[src/rtl/sxe_ram.sv]
`timescale 1ns / 1ps
`default_nettype none

module sxe_ram #(
    parameter int WIDTH = 8,
    parameter int DEPTH = 256
) (
    input  wire logic                     aclk,
    input  wire logic                     wr_en,
    input  wire logic [$clog2(DEPTH)-1:0] wr_addr,
    input  wire logic [WIDTH-1:0]         wr_data,
    input  wire logic [$clog2(DEPTH)-1:0] rd_addr,
    output logic      [WIDTH-1:0]         rd_data
);

    logic [WIDTH-1:0] mem [DEPTH];

    always_ff @(posedge aclk) begin
        if (wr_en) begin
            mem[wr_addr] <= wr_data;
        end
        rd_data <= mem[rd_addr];
    end

endmodule

`default_nettype wire

[config.mk]
export PLATFORM = sky130hd
export DESIGN_NAME = sxe_ram
export DESIGN_NICKNAME = d
export VERILOG_FILES = /design/src/rtl/sxe_ram.sv
export SDC_FILE = /design/constraint.sdc
export NUM_CORES = 2
export LEC_CHECK = 0
export ABC_AREA = 1
export BUFFER_PORTS_ARGS = -buffer_cell sky130_fd_sc_hd__buf_4
export CAP_MARGIN = 20
export CORE_MARGIN = 1.5
export CORE_UTILIZATION = 46
export DETAILED_ROUTE_END_ITERATION = 8
export GPL_TIMING_DRIVEN = 1
export PLACE_DENSITY = 0.72
export SYNTH_ARGS = -nofsm -noshare
export SYNTH_HDL_FRONTEND = slang
export SYNTH_SLANG_ARGS = --single-unit
export TNS_END_PERCENT = 100
[constraint.sdc]
create_clock -name aclk -period 2.5 [get_ports aclk]
set_input_delay 0.5 -clock aclk [delete_from_list [all_inputs] [get_ports aclk]]
set_output_delay 0.5 -clock aclk [all_outputs]
set_load 0.05 [all_outputs]
==> flow_summary.ini <==
[clocking]
post_cts_resized = 0
cts_made_buffers = 192
clkSlewWorstSetupHoldPaths_ns = 0.07
cts_sinks = 2056
cts_tree = built
clockBufferDepth = 3
h-tree-depth = 4
clock_latency_ns = 0.85
clock-root-buffer = clkbuf_16

[synth]
synthCells = 7003
yosys_warnings = 0
ys_types = 14
syn_area_um2 = 83400
synth.ff_latch_count = 2056
synth_fp_nets = 7029
synth.avg_cell_area_um2 = 11.91
ys_seq_area_share_pct = 73.94

[power_and_ir_drop]
p_leak_nw = 34.23
irDropWorstVdd_mv = 0.8019
power_density_nw_per_um2 = 738.5

[floorplanning]
die_height_um = 428.8
initial_core_util_pct = 46.24
coreArea_um2 = 180400
fp.dieArea_um2 = 183900
ioPinCount = 34
dieWidth_um = 428.8
num_rows = 156

[critical_path]
crit_path_top_delay_cell = dfxtp_1
cp-end-kind = output pin
path_cells = buf_4
cp.buffers_inverters = 1
critPathKind = reg2out
startpoint_type = register
slowest_delay_ns = 0.54
crit_family = flip-flops
cp_max_fo = 1
crit_arrival_ns = 1.66
worstPathRequired_ns = 2.00

[placement]
gp_congestion = 0.9407
placement.io_buffers = 33
place_inst = 9514
dp_hpwl_um = 139800

[detailed_routing]
detail-route-antenna-nets = 0
vias = 56980
viasPerCell = 5.773
drcViolationCount = 0
routedWlPerCell_um = 23.10
finalWirelength_um = 228000
drt_iter0_markers = 7597
drtPass1Iterations = 7

[run]
drv_cap = 0

[timing]
max_freq_ghz = 0.4623
hold_violations = 0
rsz0062_at_grt = no
finClkSkew_ns = 0.05731
period_share_pct = 86.52
tns_ns = 0
setup_violations = 0
tightest_slew_ns = 0.6073
relSlewSlack_pct = 59.51
period_needed_ns = 2.163
maxSlewViolCount = 0

[layout]
final_util_pct = 53.34
syn_to_final_growth_pct = 15.36
stdcell_count = 9870
final_net_count = 7365
drive_above_1_share_pct = 11.84

[global_route]
antenna_found_initial = 8
grt_max_degree = 95
grt-ovfl-total = 0
grt.total_usage_pct = 24.45
grt_pass1_wl_um = 339900
grt_pass1_vias = 54540

[min_path]
worst_hold_path_type = in2reg

[outcome]
outcome = finished clean
==> sequential cells by signal, indices dropped and copies added (netlist names) <==
register / flops
mem: 2048
rd_data: 8
==> final timing paths <==
path | endpoint | slack, ns | from | depth (start not counted)
min | mem[102][3]$_DFFE_PP_ | 0.06 | wr_data[3] | 1
min reg2reg | rd_data[3]$_DFF_P_ | 1.02 | mem[154][3]$_DFFE_PP_ | 10
max | rd_data[7] | 0.34 | rd_data[7]$_DFF_P_ | 1
max reg2reg | rd_data[1]$_DFF_P_ | 0.57 | mem[73][1]$_DFFE_PP_ | 11
==> power by group <==
part	switching, mW	internal (mW)
combinational	3.46	1.40
sequential	0.0497	38.0
clock	12.6	15.5
==> synthesized netlist by cell type <==
cell | number | area (um^2)
nand2_1 | 2123 | 7969
edfxtp_1 | 2048 | 61500
nand3_1 | 2019 | 10100
nor2_1 | 283 | 1062
buf_2 | 268 | 1341
clkbuf_1 | 112 | 420.4
buf_4 | 46 | 345.3
buf_1 | 40 | 150.1
inv_1 | 36 | 135.1
buf_6 | 16 | 180.2
dfxtp_1 | 8 | 160.2
inv_2 | 2 | 7.510
buf_8 | 1 | 15.01
inv_4 | 1 | 6.260
==> placed cells by master (no fill, tap or decap), types with 3 or more instances in the layout <==
| cell | n |
|---|---|
| clkinvlp_4 | 4 |
| clkbuf_16 | 194 |
| bufinv_16 | 12 |
| buf_12 | 116 |
| buf_8 | 11 |
| nor2_1 | 283 |
| inv_6 | 5 |
| inv_16 | 3 |
| clkinv_16 | 4 |
| dfxtp_1 | 8 |
| clkbuf_1 | 45 |
| nand3_1 | 2019 |
| clkinv_8 | 3 |
| clkinv_2 | 32 |
| diode_2 | 3 |
| inv_1 | 34 |
| clkinv_1 | 50 |
| nand2_1 | 2121 |
| buf_4 | 497 |
| edfxtp_1 | 2048 |
==> cell families after synthesis <==
| kind of cell | Yosys count | synth area share [%] |
|---|---|---|
| and+or+nand+nor | 4425 | 22.95 |
| DFF | 2056 | 73.94 |
| buffers and inverters | 522 | 3.119 |
==> metrics by stage <==
stage | setup WS [ns] | cell area [um^2] | power, mW | hold slack [ns]
floorplan | 0.5085 | 83400 | 41.16 | 0.5989
global placement | -0.3443 | 90160 | 43.45 | 0.8911
detailed placement | -0.3353 | 90160 | 43.53 | 0.8709
CTS | 0.3140 | 96200 | 71.18 | 0.02118
global route | 0.3506 | 96200 | 72.90 | 0.04881
finish | 0.3369 | 96200 | 71.05 | 0.06260
==> layer usage <==
layer  global-route usage [%]  up-vias  routed length [um]
met5                        0        -                  64
met4                    12.44       10               12320
met3                    4.231      568               22640
met2                    38.93     3254              107100
met1                    32.43    27620               85870
li1                         -    25530                   -
==> cell type report <==
cell class	count	area [um^2]
clock inverters	113	999.7
inverters	39	180.2
repair buffers	625	6228
clock buffers	239	5024
flip-flops and latches	2056	61660
multi-input cells	4425	19140
diodes	3	7.507
well taps	2370	2965
fillers	14590	84150
==> timing repair <==
| action | CTS | global route |
|---|---|---|
| hold endpoints to repair | 4 | 0 |
| hold buffers | 1 | 0 |
| setup buffers | 0 | 0 |
No activity file was read; power rests on OpenSTA's default activity.
