## src/rtl/sxe_pkg.sv

```systemverilog
`timescale 1ns / 1ps
`default_nettype none

package sxe_pkg;

    localparam int MAX_INDICES = 256;
    localparam int MAX_SUBSET  = 8;
    localparam int MAX_LEADS   = 1024;

    localparam int ELEM_W      = 8;
    localparam int SIZE_W      = 4;
    localparam int COUNT_W     = 9;
    localparam int SETS_W      = 19;
    localparam int MAP_AW      = $clog2(MAX_INDICES);
    localparam int LEAD_W      = $clog2(MAX_LEADS);
    localparam int TOTAL_W     = LEAD_W + 1;
    localparam int LANE_W      = $clog2(MAX_SUBSET);
    localparam int STORE_DEPTH = MAX_LEADS * MAX_SUBSET;
    localparam int STORE_AW    = $clog2(STORE_DEPTH);

    localparam logic REG_SUBSET_SIZE = 1'b0;
    localparam logic REG_INDEX_COUNT = 1'b1;

    localparam logic FUNC_LOAD  = 1'b0;
    localparam logic FUNC_FETCH = 1'b1;

    typedef enum logic [10:0] {
        ST_IDLE     = 11'b000_0000_0001,
        ST_CLR      = 11'b000_0000_0010,
        ST_OWN_RD   = 11'b000_0000_0100,
        ST_OWN_WR   = 11'b000_0000_1000,
        ST_CMP_RD   = 11'b000_0001_0000,
        ST_CMP_ACC  = 11'b000_0010_0000,
        ST_CMP_SET  = 11'b000_0100_0000,
        ST_SCAN_TOP = 11'b000_1000_0000,
        ST_SCAN_RD  = 11'b001_0000_0000,
        ST_SCAN_CHK = 11'b010_0000_0000,
        ST_EMIT     = 11'b100_0000_0000
    } state_t;

endpackage

`default_nettype wire

```

## src/rtl/sxe_addr.sv

```systemverilog
`timescale 1ns / 1ps
`default_nettype none

// Lead store address: row * subset size + column.
module sxe_addr (
    input  wire logic [sxe_pkg::LEAD_W-1:0]   row,
    input  wire logic [sxe_pkg::SIZE_W-1:0]   col,
    input  wire logic [sxe_pkg::SIZE_W-1:0]   size,
    output logic      [sxe_pkg::STORE_AW-1:0] addr
);

    logic [sxe_pkg::LEAD_W+sxe_pkg::SIZE_W:0] prod;

    always_comb begin
        prod = {{(sxe_pkg::SIZE_W + 1){1'b0}}, row}
             * {{(sxe_pkg::LEAD_W + 1){1'b0}}, size}
             + {{(sxe_pkg::LEAD_W + 1){1'b0}}, col};
        addr = prod[sxe_pkg::STORE_AW-1:0];
    end

endmodule

`default_nettype wire
```

## config.mk

```make
export PLATFORM = sky130hd
export DESIGN_NAME = sxe_addr
export DESIGN_NICKNAME = d
export VERILOG_FILES = /design/src/rtl/sxe_pkg.sv /design/src/rtl/sxe_addr.sv
export SDC_FILE = /design/constraint.sdc
export NUM_CORES = 1
export LEC_CHECK = 0
export BUFFER_PORTS_ARGS = -buffer_cell sky130_fd_sc_hd__buf_2
export CAP_MARGIN = 20
export CORE_AREA = 2 2 51 53
export DETAILED_ROUTE_END_ITERATION = 7
export DIE_AREA = 0 0 53 55
export PLACE_DENSITY_LB_ADDON = 0.08
export SYNTH_ARGS = -nofsm -noshare
export SYNTH_HDL_FRONTEND = slang
export SYNTH_SLANG_ARGS = --single-unit
```

## constraint.sdc

```tcl
create_clock -name vclk -period 9
set_clock_uncertainty 0.1 [all_clocks]
set_input_delay 0.9 -clock vclk [all_inputs]
set_output_delay 0.9 -clock vclk [all_outputs]
set_load 0.01 [all_outputs]
```

==> impl_metrics.py <==
metrics = {
    "worst_hold_path": {
        "min-delay-start": "col[0]",
        "hold_path_end": "addr[0]",
        "timing.hold.worst.class": "input port to primary output",
        "worstHoldPathCells": 3,
    },
    "clocking": {
        "cts_resized": 0,
        "cts_setup_buffers": 0,
        "post_cts_hold_buffer_count": 0,
    },
    "timing": {
        "hold_viol": 0,
        "final_clock_period_utilization_by_the_worst_path": 0.569,
        "slew_at_the_pin_closest_to_its_max_slew_limit_ns": 0.301,
        "setup_slack_ns": 3.88,
        "finalWorstPathRequiredPeriod_ns": 5.12,
        "finalSetupViolations": 0,
        "setup_tns_ns": 0,
        "fmax_mhz": 195,
        "setup_repair_after_global_routing_missed_its_margin": "no",
        "slew-limit-headroom": 0.799,
        "drv_slew": 0,
    },
    "critical_path": {
        "worst-endpoint-required_ns": 8.00,
        "critical_path_at_ns": 4.12,
        "setup.worst_path.end_class": "primary output",
        "worst_setup_path_start_kind": "input port",
        "worstSetupPathType": "input port to primary output",
        "critical_path.slowest_cell": "fa_1",
        "critical_path.cell_chain": "buf_2, nand2_1, fa_1, fa_1, fa_1, inv_1, ha_1, and4_2, a21oi_2, a21boi_2, nor4_1, a311oi_1, buf_2",
        "critPathMaxFanout": 10,
        "critical-path-max-stage-delay_ns": 0.52,
        "most_frequent_cp_cell": "fa_1",
    },
    "grt": {
        "globalRouteOverflowTotal": 0,
        "largest_net_degree_at_the_start_of_global_routing": 11,
        "antenna_found_initial": 0,
        "via_count_of_the_first_global_routing_pass": 1180,
        "grt_usage": 0.207,
        "grt_pass1_wl_mm": 4.71,
    },
    "placement": {
        "routabilityCongestion": 0.811,
        "placement.io_buffers": 31,
        "dp_hpwl_mm": 2.44,
        "detailedPlace.worstSlack_ns": 3.86,
    },
    "floorplan": {
        "floorplan.rows": 18,
        "floorplan.die_area_um2": 2920,
        "initial_utilization": 0.596,
        "die_height_um": 55,
        "coreArea_um2": 2360,
        "die-width_um": 53,
        "io_pins": 31,
    },
    "drt": {
        "drc_errors": 0,
        "route.final.wire_length_mm": 2.68,
        "drtPass1Iterations": 4,
        "detailroute.via_count": 1181,
        "vias_per_cell": 5.30,
        "initialDrtViolationCount": 11,
        "post_detailed_route_count_of_antenna_violating_nets": 0,
        "routedWlPerCell_um": 12.0,
    },
    "logic_synthesis": {
        "synth-warning-count": 0,
        "synth.cells.most_frequent": "and2_1 (29), ha_1 (27), inv_1 (19)",
        "synthMostInstantiatedCell": "and2_1",
        "synth_top_cell_by_area": "fa_1",
        "ys_top_cells_by_area": "fa_1 (26%), ha_1 (24%), and2_1 (13%)",
        "synth_sequential_area_ratio": 0,
        "yosys.cell_types.count": 31,
        "synth.cell_area_um2": 1410,
        "portion_of_synthesized_cell_area_occupied_by_the_leading_cell_type": 0.256,
        "synth_area_per_cell_um2": 8.55,
        "synthesis.nets": 228,
        "syn_inst": 165,
    },
    "final_layout": {
        "nFlopsAndLatches": 0,
        "antenna-diode-count": 0,
        "fillCellCount": 206,
        "nNetsFinal": 258,
        "seq_area_um2": 0,
        "layout-area-overhead-vs-synth_pct": 12.9,
        "multiInputGateArea_um2": 1330,
        "num-clock-buffers": 0,
        "drive_above_1_share": 0.202,
    },
    "power_and_ir_drop": {
        "max-vdd-ir-drop_mv": 0.142,
        "seq_power_share": 0,
        "power_switching_share": 0.545,
        "cellPowerDensity_nw_per_um2": 137,
        "combPwrFrac": 1.000,
        "clock_power_share": 0,
        "p_sw_uw": 119,
        "power_report.internal_total_uw": 99.2,
        "power_leakage_nw": 0.859,
    },
    "status": {
        "outcome": "completed",
    },
    "job": {
        "max_cap_viol_count": 0,
    },
}
-- through the flow --
stage | cells | utilization | power [mW] | cell area, um^2 | hold slack [ns]
after detailed placement | 223 | 0.673 | 0.220 | 1590 | 2.01
after global placement | 223 | 0.673 | 0.214 | 1590 | 2.00
after floorplan | 165 | - | 0.159 | 1410 | 1.85
after CTS | 223 | 0.673 | 0.221 | 1590 | 2.01
final | 223 | 0.673 | 0.218 | 1590 | 2.01
after global routing | 223 | 0.673 | 0.247 | 1590 | 2.03
-- layout make-up --
class	count	area share
inverter	19	0.0448
multi-input combinational	143	0.834
tap	30	0.0236
timing repair buffer	31	0.0975
-- worst max path at each step --
stage	start	end	slack, ns	cells past startpoint
6_report	size[3]	addr[10]	3.88	13
2_1_floorplan	size[3]	addr[10]	3.99	12
5_1_grt	size[3]	addr[10]	3.66	13
3_5_place_dp	size[3]	addr[11]	3.86	13
3_3_place_gp	size[3]	addr[11]	3.92	13
4_1_cts	size[3]	addr[11]	3.86	13
-- worst max-delay path: cells and delay by family --
| family | cells | cell delay [ns] |
|---|---|---|
| AO/OA/AOI/OAI | 3 | 0.53 |
| adder cells (fa/ha/maj) | 4 | 1.90 |
| AND/OR/NAND/NOR | 3 | 0.42 |
| buffers and inverters | 3 | 0.38 |
-- power by group through the flow --
stage	logic [mW]	registers, mW	clock network (mW)
6_report	0.218	0	0
5_1_grt	0.247	0	0
4_1_cts	0.221	0	0
3_5_place_dp	0.220	0	0
3_3_place_gp	0.214	0	0
2_1_floorplan	0.159	0	0
-- cell usage in the layout, fill, tap and decap left out, types with 2 or more instances in the layout --
master,count
nor2_1,2
nand3_1,5
a21o_1,4
a21oi_1,11
buf_2,31
xnor2_1,8
nand4_1,2
fa_1,18
inv_1,19
nor3_1,3
xor2_1,2
and2_1,29
nand2_1,15
ha_1,27
-- kinds of logic after synthesis --
family,count (synthesis),share of synthesized area
simple gates,63,0.253
fa+ha+maj,45,0.495
compound gates,25,0.131
buf+inv,22,0.0586
xor+xnor,10,0.0621
-- metal layers --
layer,share of wire,GRT usage
met5,0,0
met2,0.54,0.421
met3,0.025,0
met1,0.43,0.263
met4,0,0
Note: power is estimated with default switching activity, not from simulation.
